--- config.mk ---
export PLATFORM = sky130hd
export DESIGN_NAME = goertzel_impedance_meter_core
export DESIGN_NICKNAME = d
export VERILOG_FILES = /design/src/design/gim_pkg.sv /design/src/design/goertzel_impedance_meter_core.sv
export SDC_FILE = /design/constraint.sdc
export NUM_CORES = 2
export LEC_CHECK = 0
export BUFFER_PORTS_ARGS = -buffer_cell sky130_fd_sc_hd__buf_2
export CORE_MARGIN = 3
export CORE_UTILIZATION = 60
export CTS_CLUSTER_DIAMETER = 200
export DETAILED_ROUTE_END_ITERATION = 6
export HOLD_SLACK_MARGIN = 0.06
export PLACE_DENSITY = 0.76
export SLEW_MARGIN = 40
export SYNTH_ARGS = -nofsm -noshare
export SYNTH_HDL_FRONTEND = slang
export SYNTH_SLANG_ARGS = --single-unit
--- constraint.sdc ---
create_clock -name clk -period 91.2 [get_ports clk]
set_clock_uncertainty 0.2 [all_clocks]
set_input_delay 27.36 -clock clk [delete_from_list [all_inputs] [get_ports clk]]
set_output_delay 27.36 -clock clk [all_outputs]
set_load 0.005 [all_outputs]
--- src/design/gim_pkg.sv ---
// Shared types, constants and helpers for the Goertzel impedance meter.
// Used by goertzel_impedance_meter_core; depends on nothing else.
package gim_pkg;

  // Field and register widths.
  localparam int SAMPLE_W = 24;
  localparam int STATE_W  = 56;
  localparam int COEFF_W  = 19;
  localparam int WIN_W    = 11;
  localparam int SCALE_W  = 32;
  localparam int OHM_W    = 24;
  localparam int RMS_W    = 24;
  localparam int IMP_W    = 32;
  localparam int CFG_W    = 32;
  localparam int CFG_IDX_W = 2;

  // Window bounds.
  localparam int MAX_WINDOW = 1024;
  localparam int WIN_CAP    = (MAX_WINDOW / 8) * 8;
  localparam int CNT_W      = $clog2(MAX_WINDOW + 1);

  // Shared multiplier, partial-product split and accumulator.
  localparam int MUL_W   = 32;
  localparam int PART_W  = STATE_W / 2;
  localparam int ACC_W   = 2 * STATE_W + 2;
  localparam int REM_W   = STATE_W + 1;
  localparam int STEP_W  = $clog2(STATE_W);
  localparam int FRAC_W  = 16;

  // Register indexes on the configuration port.
  localparam logic [CFG_IDX_W-1:0] REG_COEFF  = 2'd0;
  localparam logic [CFG_IDX_W-1:0] REG_WINDOW = 2'd1;
  localparam logic [CFG_IDX_W-1:0] REG_RMS    = 2'd2;
  localparam logic [CFG_IDX_W-1:0] REG_OHMS   = 2'd3;

  // Register reset values.
  localparam logic signed [COEFF_W-1:0] COEFF_RST  = 19'sd92682;
  localparam logic [WIN_W-1:0]          WINDOW_RST = 11'd256;
  localparam logic [SCALE_W-1:0]        RMS_RST    = 32'd23013;
  localparam logic [OHM_W-1:0]          OHMS_RST   = 24'd10922667;

  // Symmetric saturation bounds of the recurrence.
  localparam logic signed [ACC_W-1:0] SAT_HI =
    {{(ACC_W-STATE_W+1){1'b0}}, {(STATE_W-1){1'b1}}};
  localparam logic signed [ACC_W-1:0] SAT_LO = -SAT_HI;

  // Sequencer states.
  typedef enum logic [3:0] {
    ST_IDLE,
    ST_PMUL,
    ST_PCLAMP,
    ST_ADDX,
    ST_SUBP2,
    ST_PWR,
    ST_PFIX,
    ST_ROOT,
    ST_RMS,
    ST_RMSSAT,
    ST_OHM
  } state_t;

  // Clamp a wide signed value to the recurrence range.
  function automatic logic signed [STATE_W-1:0] sat_state(
    input logic signed [ACC_W-1:0] v
  );
    logic signed [STATE_W-1:0] r;
    if (v > SAT_HI) begin
      r = SAT_HI[STATE_W-1:0];
    end else if (v < SAT_LO) begin
      r = SAT_LO[STATE_W-1:0];
    end else begin
      r = v[STATE_W-1:0];
    end
    return r;
  endfunction

  // Magnitude of a recurrence value; the range is symmetric so it never overflows.
  function automatic logic [STATE_W-1:0] mag_state(input logic signed [STATE_W-1:0] v);
    logic [STATE_W-1:0] n;
    n = v[STATE_W-1] ? -v : v;
    return n;
  endfunction

  // Low or high half of a magnitude, widened to the multiplier port.
  function automatic logic [MUL_W-1:0] half_of(input logic [STATE_W-1:0] m,
                                               input logic hi);
    logic [MUL_W-1:0] r;
    if (hi) begin
      r = MUL_W'(m[STATE_W-1:PART_W]);
    end else begin
      r = MUL_W'(m[PART_W-1:0]);
    end
    return r;
  endfunction

endpackage

--- src/design/goertzel_impedance_meter_core.sv ---
// Goertzel single-bin impedance meter: recurrence, bin power, square root and scaling.
// One 32x32 multiplier and one accumulator are shared under a small sequencer.
// Depends on gim_pkg.
//
//  Channel | Direction | Handshake            | Payload
//  --------+-----------+----------------------+-------------------------------------------
//  in_     | in        | in_tvalid/in_tready   | in_tdata[23:0] sample_uv
//  out_    | out       | out_tvalid/out_tready | out_tdata[23:0] rms, [55:24] impedance
//  cfg_    | in        | cfg_valid/cfg_ready   | cfg_index register, cfg_data value
//
// A sample that does not close a window passes from its beat to the next beat through
// two partial products on the shared multiplier, one floor-and-clamp step and two
// saturating add steps, after which ready is back.
// A sample that closes a window adds 14 multiplier passes for the bin power, a
// bit-serial square root, 3 passes for the scaling and 3 fix-up steps.
// rst_n is synchronous; it restores the register defaults and clears the recurrence.
// The result sits in an output register; the sequencer stalls before loading it only
// while an earlier result has not yet been taken.
module goertzel_impedance_meter_core (
  input  logic                            clk,
  input  logic                            rst_n,
  input  logic                            in_tvalid,
  output logic                            in_tready,
  input  logic [gim_pkg::SAMPLE_W-1:0]    in_tdata,   // [23:0] sample_uv
  output logic                            out_tvalid,
  input  logic                            out_tready,
  output logic [gim_pkg::RMS_W+gim_pkg::IMP_W-1:0] out_tdata, // [23:0] rms_amplitude_uv,
                                                      // [55:24] impedance_ohms
  input  logic                            cfg_valid,
  output logic                            cfg_ready,
  input  logic [gim_pkg::CFG_IDX_W-1:0]   cfg_index,
  input  logic [gim_pkg::CFG_W-1:0]       cfg_data
);

  localparam int SW = gim_pkg::STATE_W;
  localparam int AW = gim_pkg::ACC_W;
  localparam int MW = gim_pkg::MUL_W;
  localparam int PW = gim_pkg::PART_W;
  localparam int RW = gim_pkg::REM_W;
  localparam int OUT_W = gim_pkg::RMS_W + gim_pkg::IMP_W;

  // Configuration registers.
  logic signed [gim_pkg::COEFF_W-1:0] coeff_r;
  logic [gim_pkg::WIN_W-1:0]          win_r;
  logic [gim_pkg::SCALE_W-1:0]        rms_scale_r;
  logic [gim_pkg::OHM_W-1:0]          ohms_r;

  // Sequencer and datapath registers.
  gim_pkg::state_t                state_r, state_nxt;
  logic [gim_pkg::STEP_W-1:0]     step_r, step_nxt;
  logic                           fin_r, fin_nxt;
  logic [gim_pkg::CNT_W-1:0]      cnt_r, cnt_nxt;
  logic signed [SW-1:0]           prev_r, prev_nxt;
  logic signed [SW-1:0]           prev2_r, prev2_nxt;
  logic signed [SW-1:0]           t_r, t_nxt;
  logic signed [gim_pkg::SAMPLE_W-1:0] x_r, x_nxt;
  logic signed [AW-1:0]           acc_r, acc_nxt;
  logic [RW-1:0]                  rem_r, rem_nxt;
  logic [SW-1:0]                  root_r, root_nxt;
  logic [gim_pkg::RMS_W-1:0]      rms_r, rms_nxt;
  logic                           out_tvalid_r, out_tvalid_nxt;
  logic [OUT_W-1:0]               out_tdata_r, out_tdata_nxt;

  // Shared multiply-accumulate unit.
  logic [MW-1:0]     mul_a, mul_b;
  logic [1:0]        mul_sh;
  logic              mul_sub;
  logic [2*MW-1:0]   prod;
  logic [AW-1:0]     prod_sh;
  logic signed [AW-1:0] mac_sum;

  // Helpers.
  logic [SW-1:0]              mag_prev, mag_prev2, mag_t;
  logic [MW-1:0]              mag_coeff;
  logic [gim_pkg::CNT_W-1:0]  win_eff;
  logic [gim_pkg::CNT_W-1:0]  win_round;
  logic [gim_pkg::CNT_W-1:0]  cnt_inc;
  logic [RW+1:0]              rem_sh;
  logic [RW+1:0]              trial;
  logic                       root_ge;
  logic [RW+1:0]              rem_diff;
  logic signed [AW-1:0]       x_ext, t_ext, prev2_ext;
  logic                       out_free;

  assign in_tready  = (state_r == gim_pkg::ST_IDLE);
  assign cfg_ready  = 1'b1;
  assign out_tvalid = out_tvalid_r;
  assign out_tdata  = out_tdata_r;
  assign out_free   = !out_tvalid_r || out_tready;

  // Magnitudes of the operands fed to the multiplier; the coefficient is widened
  // before negation so the most negative value keeps its magnitude.
  assign mag_prev  = gim_pkg::mag_state(prev_r);
  assign mag_prev2 = gim_pkg::mag_state(prev2_r);
  assign mag_t     = gim_pkg::mag_state(t_r);
  assign mag_coeff = coeff_r[gim_pkg::COEFF_W-1] ? -MW'(coeff_r) : MW'(coeff_r);

  // Effective window: rounded down to a multiple of eight, capped, never zero.
  always_comb begin
    win_round = {win_r[gim_pkg::WIN_W-1:3], 3'b000};
    if (win_round > gim_pkg::CNT_W'(gim_pkg::WIN_CAP)) begin
      win_eff = gim_pkg::CNT_W'(gim_pkg::WIN_CAP);
    end else if (win_round == '0) begin
      win_eff = gim_pkg::CNT_W'(8);
    end else begin
      win_eff = win_round;
    end
  end
  assign cnt_inc = cnt_r + 1'b1;

  // Sign-extended operands for the saturating add steps.
  assign x_ext     = {{(AW-gim_pkg::SAMPLE_W){x_r[gim_pkg::SAMPLE_W-1]}}, x_r};
  assign t_ext     = {{(AW-SW){t_r[SW-1]}}, t_r};
  assign prev2_ext = {{(AW-SW){prev2_r[SW-1]}}, prev2_r};

  // Multiplier, partial-product alignment and accumulate.
  assign prod = mul_a * mul_b;
  always_comb begin
    case (mul_sh)
      2'd1:    prod_sh = AW'(prod) << PW;
      2'd2:    prod_sh = AW'(prod) << (2 * PW);
      default: prod_sh = AW'(prod);
    endcase
  end
  assign mac_sum = mul_sub ? (acc_r - $signed(prod_sh)) : (acc_r + $signed(prod_sh));

  // One restoring square-root step: two radicand bits per cycle.
  assign rem_sh   = {rem_r, acc_r[2*SW-1 -: 2]};
  assign trial    = (RW+2)'({root_r, 2'b01});
  assign root_ge  = (rem_sh >= trial);
  assign rem_diff = rem_sh - trial;

  // Sequencer: next state, multiplier operands and datapath updates.
  always_comb begin
    state_nxt      = state_r;
    step_nxt       = step_r;
    fin_nxt        = fin_r;
    cnt_nxt        = cnt_r;
    prev_nxt       = prev_r;
    prev2_nxt      = prev2_r;
    t_nxt          = t_r;
    x_nxt          = x_r;
    acc_nxt        = acc_r;
    rem_nxt        = rem_r;
    root_nxt       = root_r;
    rms_nxt        = rms_r;
    out_tvalid_nxt = out_tvalid_r && !out_tready;
    out_tdata_nxt  = out_tdata_r;
    mul_a          = '0;
    mul_b          = '0;
    mul_sh         = 2'd0;
    mul_sub        = 1'b0;

    case (state_r)
      gim_pkg::ST_IDLE: begin
        if (in_tvalid) begin
          x_nxt     = in_tdata;
          acc_nxt   = '0;
          step_nxt  = '0;
          fin_nxt   = 1'b0;
          state_nxt = gim_pkg::ST_PMUL;
        end
      end

      // Coefficient times previous value, two partial products.
      gim_pkg::ST_PMUL: begin
        mul_a   = gim_pkg::half_of(mag_prev, step_r[0]);
        mul_b   = mag_coeff;
        mul_sh  = {1'b0, step_r[0]};
        mul_sub = prev_r[SW-1] ^ coeff_r[gim_pkg::COEFF_W-1];
        acc_nxt = mac_sum;
        if (step_r[0]) begin
          step_nxt  = '0;
          state_nxt = gim_pkg::ST_PCLAMP;
        end else begin
          step_nxt = step_r + 1'b1;
        end
      end

      // Floor the Q16 product and saturate it.
      gim_pkg::ST_PCLAMP: begin
        t_nxt = gim_pkg::sat_state(acc_r >>> gim_pkg::FRAC_W);
        if (fin_r) begin
          acc_nxt   = '0;
          step_nxt  = '0;
          state_nxt = gim_pkg::ST_PWR;
        end else begin
          state_nxt = gim_pkg::ST_ADDX;
        end
      end

      gim_pkg::ST_ADDX: begin
        t_nxt     = gim_pkg::sat_state(x_ext + t_ext);
        state_nxt = gim_pkg::ST_SUBP2;
      end

      // Close the recurrence step and check for the end of the window.
      gim_pkg::ST_SUBP2: begin
        prev_nxt  = gim_pkg::sat_state(t_ext - prev2_ext);
        prev2_nxt = prev_r;
        cnt_nxt   = cnt_inc;
        if (cnt_inc >= win_eff) begin
          fin_nxt   = 1'b1;
          acc_nxt   = '0;
          step_nxt  = '0;
          state_nxt = gim_pkg::ST_PMUL;
        end else begin
          state_nxt = gim_pkg::ST_IDLE;
        end
      end

      // Bin power: s1*s1 + s2*s2 - s2*p, four partial products per term.
      gim_pkg::ST_PWR: begin
        case (step_r[3:2])
          2'd0: begin
            mul_a = gim_pkg::half_of(mag_prev, step_r[1]);
            mul_b = gim_pkg::half_of(mag_prev, step_r[0]);
          end
          2'd1: begin
            mul_a = gim_pkg::half_of(mag_prev2, step_r[1]);
            mul_b = gim_pkg::half_of(mag_prev2, step_r[0]);
          end
          default: begin
            mul_a   = gim_pkg::half_of(mag_prev2, step_r[1]);
            mul_b   = gim_pkg::half_of(mag_t, step_r[0]);
            mul_sub = (prev2_r[SW-1] == t_r[SW-1]);
          end
        endcase
        mul_sh  = 2'(step_r[1]) + 2'(step_r[0]);
        acc_nxt = mac_sum;
        if (step_r == gim_pkg::STEP_W'(11)) begin
          state_nxt = gim_pkg::ST_PFIX;
        end else begin
          step_nxt = step_r + 1'b1;
        end
      end

      // A negative power counts as zero.
      gim_pkg::ST_PFIX: begin
        if (acc_r[AW-1]) begin
          acc_nxt = '0;
        end
        rem_nxt   = '0;
        root_nxt  = '0;
        step_nxt  = '0;
        state_nxt = gim_pkg::ST_ROOT;
      end

      gim_pkg::ST_ROOT: begin
        rem_nxt  = root_ge ? rem_diff[RW-1:0] : rem_sh[RW-1:0];
        root_nxt = {root_r[SW-2:0], root_ge};
        acc_nxt  = acc_r <<< 2;
        if (step_r == gim_pkg::STEP_W'(SW - 1)) begin
          step_nxt  = '0;
          state_nxt = gim_pkg::ST_RMS;
        end else begin
          step_nxt = step_r + 1'b1;
        end
      end

      // Magnitude times the RMS scale, two partial products.
      gim_pkg::ST_RMS: begin
        mul_a  = gim_pkg::half_of(root_r, step_r[0]);
        mul_b  = MW'(rms_scale_r);
        mul_sh = {1'b0, step_r[0]};
        acc_nxt = (step_r[0] ? mac_sum : $signed(prod_sh));
        if (step_r[0]) begin
          step_nxt  = '0;
          state_nxt = gim_pkg::ST_RMSSAT;
        end else begin
          step_nxt = step_r + 1'b1;
        end
      end

      gim_pkg::ST_RMSSAT: begin
        if (acc_r[AW-1:gim_pkg::FRAC_W+gim_pkg::RMS_W] != '0) begin
          rms_nxt = '1;
        end else begin
          rms_nxt = acc_r[gim_pkg::FRAC_W+gim_pkg::RMS_W-1:gim_pkg::FRAC_W];
        end
        state_nxt = gim_pkg::ST_OHM;
      end

      // Impedance from the saturated RMS value, then hand off the result.
      gim_pkg::ST_OHM: begin
        mul_a = MW'(rms_r);
        mul_b = MW'(ohms_r);
        if (out_free) begin
          out_tvalid_nxt = 1'b1;
          out_tdata_nxt  = {prod[gim_pkg::FRAC_W+gim_pkg::IMP_W-1:gim_pkg::FRAC_W], rms_r};
          prev_nxt       = '0;
          prev2_nxt      = '0;
          cnt_nxt        = '0;
          fin_nxt        = 1'b0;
          state_nxt      = gim_pkg::ST_IDLE;
        end
      end

      default: begin
        state_nxt = gim_pkg::ST_IDLE;
      end
    endcase
  end

  // State register and control state.
  always_ff @(posedge clk) begin
    if (!rst_n) begin
      state_r      <= gim_pkg::ST_IDLE;
      step_r       <= '0;
      fin_r        <= 1'b0;
      cnt_r        <= '0;
      prev_r       <= '0;
      prev2_r      <= '0;
      out_tvalid_r <= 1'b0;
    end else begin
      state_r      <= state_nxt;
      step_r       <= step_nxt;
      fin_r        <= fin_nxt;
      cnt_r        <= cnt_nxt;
      prev_r       <= prev_nxt;
      prev2_r      <= prev2_nxt;
      out_tvalid_r <= out_tvalid_nxt;
    end
  end

  // Payload registers.
  always_ff @(posedge clk) begin
    t_r         <= t_nxt;
    x_r         <= x_nxt;
    acc_r       <= acc_nxt;
    rem_r       <= rem_nxt;
    root_r      <= root_nxt;
    rms_r       <= rms_nxt;
    out_tdata_r <= out_tdata_nxt;
  end

  // Configuration writes.
  always_ff @(posedge clk) begin
    if (!rst_n) begin
      coeff_r     <= gim_pkg::COEFF_RST;
      win_r       <= gim_pkg::WINDOW_RST;
      rms_scale_r <= gim_pkg::RMS_RST;
      ohms_r      <= gim_pkg::OHMS_RST;
    end else if (cfg_valid && cfg_ready) begin
      case (cfg_index)
        gim_pkg::REG_COEFF:  coeff_r     <= cfg_data[gim_pkg::COEFF_W-1:0];
        gim_pkg::REG_WINDOW: win_r       <= cfg_data[gim_pkg::WIN_W-1:0];
        gim_pkg::REG_RMS:    rms_scale_r <= cfg_data[gim_pkg::SCALE_W-1:0];
        gim_pkg::REG_OHMS:   ohms_r      <= cfg_data[gim_pkg::OHM_W-1:0];
        default: ;
      endcase
    end
  end

endmodule
### Word level (Yosys, flattened, before mapping)

Index checks and enable logic that the tools add are counted.
W data, S select, Z words.

| word-level totals | value |
|---|---|
| flip-flop bits (word level) | 608 |
| bits in latches | 0 |
| bits in writable memories | 0 |
| memory bits (read-only) | 0 |
| input bits | 63 |
| output and inout port bits | 59 |
| word-level logic and storage cells | 165 |
| memories kept | 0 |

| cells by class | value |
|---|---|
| add/subtract/negate cells | 12 |
| multipliers | 1 |
| divide/modulo/power cells | 0 |
| order comparisons | 9 |
| eq/ne operators | 29 |
| shift operators | 0 |
| multiplexer cells | 64 |
| bitwise logic cells | 1 |
| reductions and logical operators | 30 |

Operator list:

| operator | count |
|---|---|
| $pmux W114 S7 | 1 |
| $mux W114 | 5 |
| $mux W56 | 10 |
| $pmux W56 S2 | 4 |
| $pmux W32 S4 | 2 |
| $pmux W114 S2 | 1 |
| $mux W28 | 6 |
| $neg A56 Y56 | 3 |
| $add A114 B114 Y114 | 1 |
| $gt A57 B56 Y1 const B | 2 |
| $lt A57 B56 Y1 const B | 2 |
| $pmux W57 S2 | 1 |
| $sub A114 B114 Y114 | 1 |
| $mux W113 | 1 |
| $gt A98 B56 Y1 const B | 1 |
| $lt A98 B56 Y1 const B | 1 |
| $reduce_bool A74 Y1 | 1 |
| $mul A32 B32 Y64 | 1 |
| $mux W32 | 2 |
| $pmux W32 S2 | 1 |
| $ge A59 B58 Y1 | 1 |
| $add A24 B56 Y57 | 1 |
| $mux W57 | 1 |
| $sub A56 B56 Y57 | 1 |
| 43 further kinds | 95 |

### Depth between registers and ports, before layout

| depth | value |
|---|---|
| depth after elaboration | 11 |
| mapped depth | 66 |
| depth with buffers taken out | 61 |

### Worst setup path after synthesis

No wires, ideal clock.

| path | value |
|---|---|
| path kind | input to register |
| from | input in_tvalid |
| to | register acc_r[0] (enable) |
| setup time | 0.758 ns |
| arrival | 36.040 ns |
| required time | 90.242 ns |
| setup slack | 54.202 ns |
| stages on the path | 5 |
| buffers on the path | 0 |
| cells stage by stage | o21ai_0 > a21oi_1 > nor2_1 > a21oi_1 > a21boi_0 |

| between the ends | value |
|---|---|
| longest elaborated chain between the ends | 2 |

RTL lines:

| item | line | text |
|---|---|---|
| start, declared | goertzel_impedance_meter_core.sv:22 | `input logic in_tvalid,` |
| $ne A2 B2 Y1 (no source line) | -- |  |
| $reduce_and A5 Y1 (no source line) | -- |  |
| end signal, assigned | goertzel_impedance_meter_core.sv:330 | `acc_r <= acc_nxt;` |
| end, declared | goertzel_impedance_meter_core.sv:57 | `logic signed [AW-1:0] acc_r, acc_nxt;` |

Every way passes these cells.
A chain may end at the register's enable or synchronous reset.

### Worst setup path after layout

| path | value |
|---|---|
| from | input out_tready |
| to | register prev_r[23] |

| between the ends | value |
|---|---|
| longest elaborated chain between the ends | 3 |

RTL lines:

| item | line | text |
|---|---|---|
| start, declared | goertzel_impedance_meter_core.sv:26 | `input logic out_tready,` |
| $logic_or A1 B1 Y1 | goertzel_impedance_meter_core.sv:89 | `assign out_free = !out_tvalid_r \|\| out_tready;` |
| $ne A2 B2 Y1 (no source line) | -- |  |
| $reduce_and A2 Y1 (no source line) | -- |  |
| end signal, assigned | goertzel_impedance_meter_core.sv:320 | `prev_r <= prev_nxt;` |
| end, declared | goertzel_impedance_meter_core.sv:53 | `logic signed [SW-1:0] prev_r, prev_nxt;` |

Every way passes these cells.

==> reports/results.ini <==
[synth]
syn_area_per_cell_um2=8.182
synth_fa_ha_area_frac=0.2731
syn_inst=10222
synth-compound-area-share=0.1934
synth_edf_count=387
synthDistinctLibCells=103
yosysWarnings=0
synth-seq-area-share=0.1911
synth_xor_area_frac=0.05383
synth_mux_area_frac=0.02551
synth_top_area_frac=0.1869
syn-cell-area_mm2=0.08363
synth_area_leader_cell=fa_1
synth_top_flop_cell=edfxtp_1
synth_most_common_cell=nand2_1
netlist_top_cells_area=fa_1, edfxtp_1, ha_1
synth_top_family_by_area=adder cells
synth-simple-area-share=0.1853
syn_nets=11642
ys_async_sr_fraction=0
yosys-top-cells-count=nand2_1, inv_1, nor2_1
ys_ff_latch=605

[routing]
wl_um=345900
initialDrtViolationCount=11396
drtPass1Iterations=7
routed_via_density=6.848
vias=82095
drc_errors=22
antenna_left=0
wire_per_inst_um=28.85

[worst_setup_path]
required_ns=91.62
crit_arrival_ns=30.25
crit_fanout=62
ff2ff_path_depth=53
timing.rr.end=acc_r[113]
crit_path_cell_trace=buf_2, nand2b_1, nand2_2, buf_4, clkinv_2, nor2_4, buf_4, a21oi_1, o32ai_1
path_common_cell=buf_4
max_stage_delay_ns=0.61
crit_slowest_cell=buf_4
start_kind=primary input
path_class=in2reg
reg2reg_from=prev2_r[4]
end_kind=flip-flop
reg2reg_slack_ns=70.06

[sta]
tightest_slew_ns=1.021
fin_crit_ns=29.83
holdWs_ns=0.2559
max_freq_mhz=33.52
finalHoldViolations=0
rsz0062_at_grt=no
relSlewSlack=0.3131
final-max-slew-violation-count=0
setup_tns_ns=0
fin_crit_sh=0.3271
finalSetupViolCount=0

[power_and_ir_drop]
powerDensity_mw_per_mm2=24.07
vdd_drop_max_v=0.00004550
p_leak_nw=38.73
total_power_mw=2.149

[run_status]
violations=design-rule violations
status=finished, violations left

[place]
gp_congestion=1.120
portBuffers=120
dp_hpwl_um=264800

[min_path]
hold_path_class=reg2reg
hold-path-cell-count=2
min_to=rms_scale_r[9]
hp-start=rms_scale_r[9]

[grt]
antenna_found_initial=25
grt_pass1_vias=78792
track_usage=0.4729
grt_max_degree=145
gr-total-overflow=0
grt_pass1_wl_um=506200

[job]
cap_violations=0

[clock_network]
cts_setup_buffers=0
clk_path_buf_depth=3
cts_sinks=605
clk_pin_slew_ns=0.06
postCtsHoldBufs=0
tritoncts=done
clk_latency_ns=0.73
h-tree-depth=3
cts_root_buf=clkbuf_16
cts_resized=0
cts_made_buffers=75

[cells_and_area]
fin_util=0.6468
nets=11464
layout-drive-gt1-share=0.07452
fill_cells=11669
areaGrowthSynthToFinish_pct=6.728

[die]
dieHeight_um=379.4
die_area_mm2=0.1439
start_util=0.6060
ios=122
core_mm2=0.1380
num_rows=136
die_w_um=379.4

-- per-layer routing --
| layer | global-route usage | wire [um] |
|---|---|---|
| met5 | 0.006518 | 292 |
| met4 | 0.3029 | 27840 |
| met3 | 0.1878 | 53670 |
| met2 | 0.6677 | 139800 |
| met1 | 0.5996 | 124300 |
-- registers in the layout, indices dropped and copies added (netlist names) --
signal	flops
prev2_r	56
out_tdata	56
cnt_r	11
coeff_r	19
acc_r	114
rms_scale_r	32
root_r	56
state_r	4
t_r	56
step_r	6
x_r	24
fin_r	1
win_r	8
ohms_r	24
rem_r	57
out_tvalid	1
prev_r	56
rms_r	24
-- worst max-delay path by stage --
stage | from | to
after floorplan | in_tvalid | acc_r[0]
after global placement | in_tvalid | acc_r[110]
after detailed placement | in_tvalid | acc_r[110]
after CTS | in_tvalid | acc_r[112]
after global routing | out_tready | prev_r[3]
final | out_tready | prev_r[23]
-- logic make-up after synthesis --
group	count (synthesis)
DFF	605
adders and majority gates	1357
and+or+nand+nor	3356
other	1
muxes	169
buffers and inverters	1725
xor gates and xnor gates	514
AOI/OAI and AO/OA	2495
-- final cells by class --
type	instances	area [um^2]	area share
multi-input cells	7892	61800	0.6923
flip-flops and latches	605	15990	0.1792
clock buffers	89	1989	0.02229
diodes	21	52.55	0.0005887
repair buffers	315	2160	0.02419
inverters	1155	4342	0.04864
well taps	1863	2331	0.02611
clock inverters	49	598.1	0.006700
-- where the power goes --
group | leakage [nW] | switching (mW) | internal, mW
combinational | 32.5 | 0.870 | 0.522
clock | 1.25 | 0.140 | 0.182
sequential | 5.01 | 0.0809 | 0.354
-- layout by cell type (no fill, tap or decap), types with 48 or more instances in the layout --
cell / Yosys / final
a211oi_1: 67 / 64
a21o_1: 230 / 230
a21oi_1: 757 / 747
a22oi_1: 121 / 119
a31oi_1: 94 / 90
and2_1: 81 / 79
and3_1: 81 / 79
buf_2: 10 / 124
buf_4: 2 / 176
clkbuf_16: 0 / 75
dfxtp_1: 218 / 215
edfxtp_1: 387 / 387
fa_1: 781 / 781
ha_1: 576 / 575
inv_1: 1150 / 1146
mux2i_1: 116 / 116
nand2_1: 1211 / 1203
nand2b_1: 120 / 120
nand3_1: 248 / 245
nand4_1: 143 / 143
nor2_1: 908 / 897
nor2b_1: 55 / 53
nor3_1: 134 / 126
nor4_1: 76 / 71
o211ai_1: 48 / 48
o21a_1: 80 / 78
o21ai_0: 462 / 448
o21bai_1: 50 / 50
o221ai_1: 55 / 54
o31ai_1: 93 / 90
or2_2: 98 / 98
or3_1: 69 / 69
xnor2_1: 288 / 283
xor2_1: 226 / 226
-- critical path: cells and delay by family --
kind / cells / cell delay (ns)
simple gates: 3 / 0.59
compound gates: 2 / 0.34
buf+inv: 4 / 1.85
-- metrics by stage --
| stage | worst slack [ns] | cell area [um^2] | instances |
|---|---|---|---|
| floorplan | 54.20 | 83630 | 10222 |
| global placement | 60.77 | 86200 | 11814 |
| detailed placement | 60.69 | 86470 | 11826 |
| CTS | 61.42 | 89060 | 11964 |
| global route | 61.26 | 89210 | 11968 |
| finish | 61.37 | 89260 | 11989 |
Note: power is estimated with default switching activity, not from simulation.
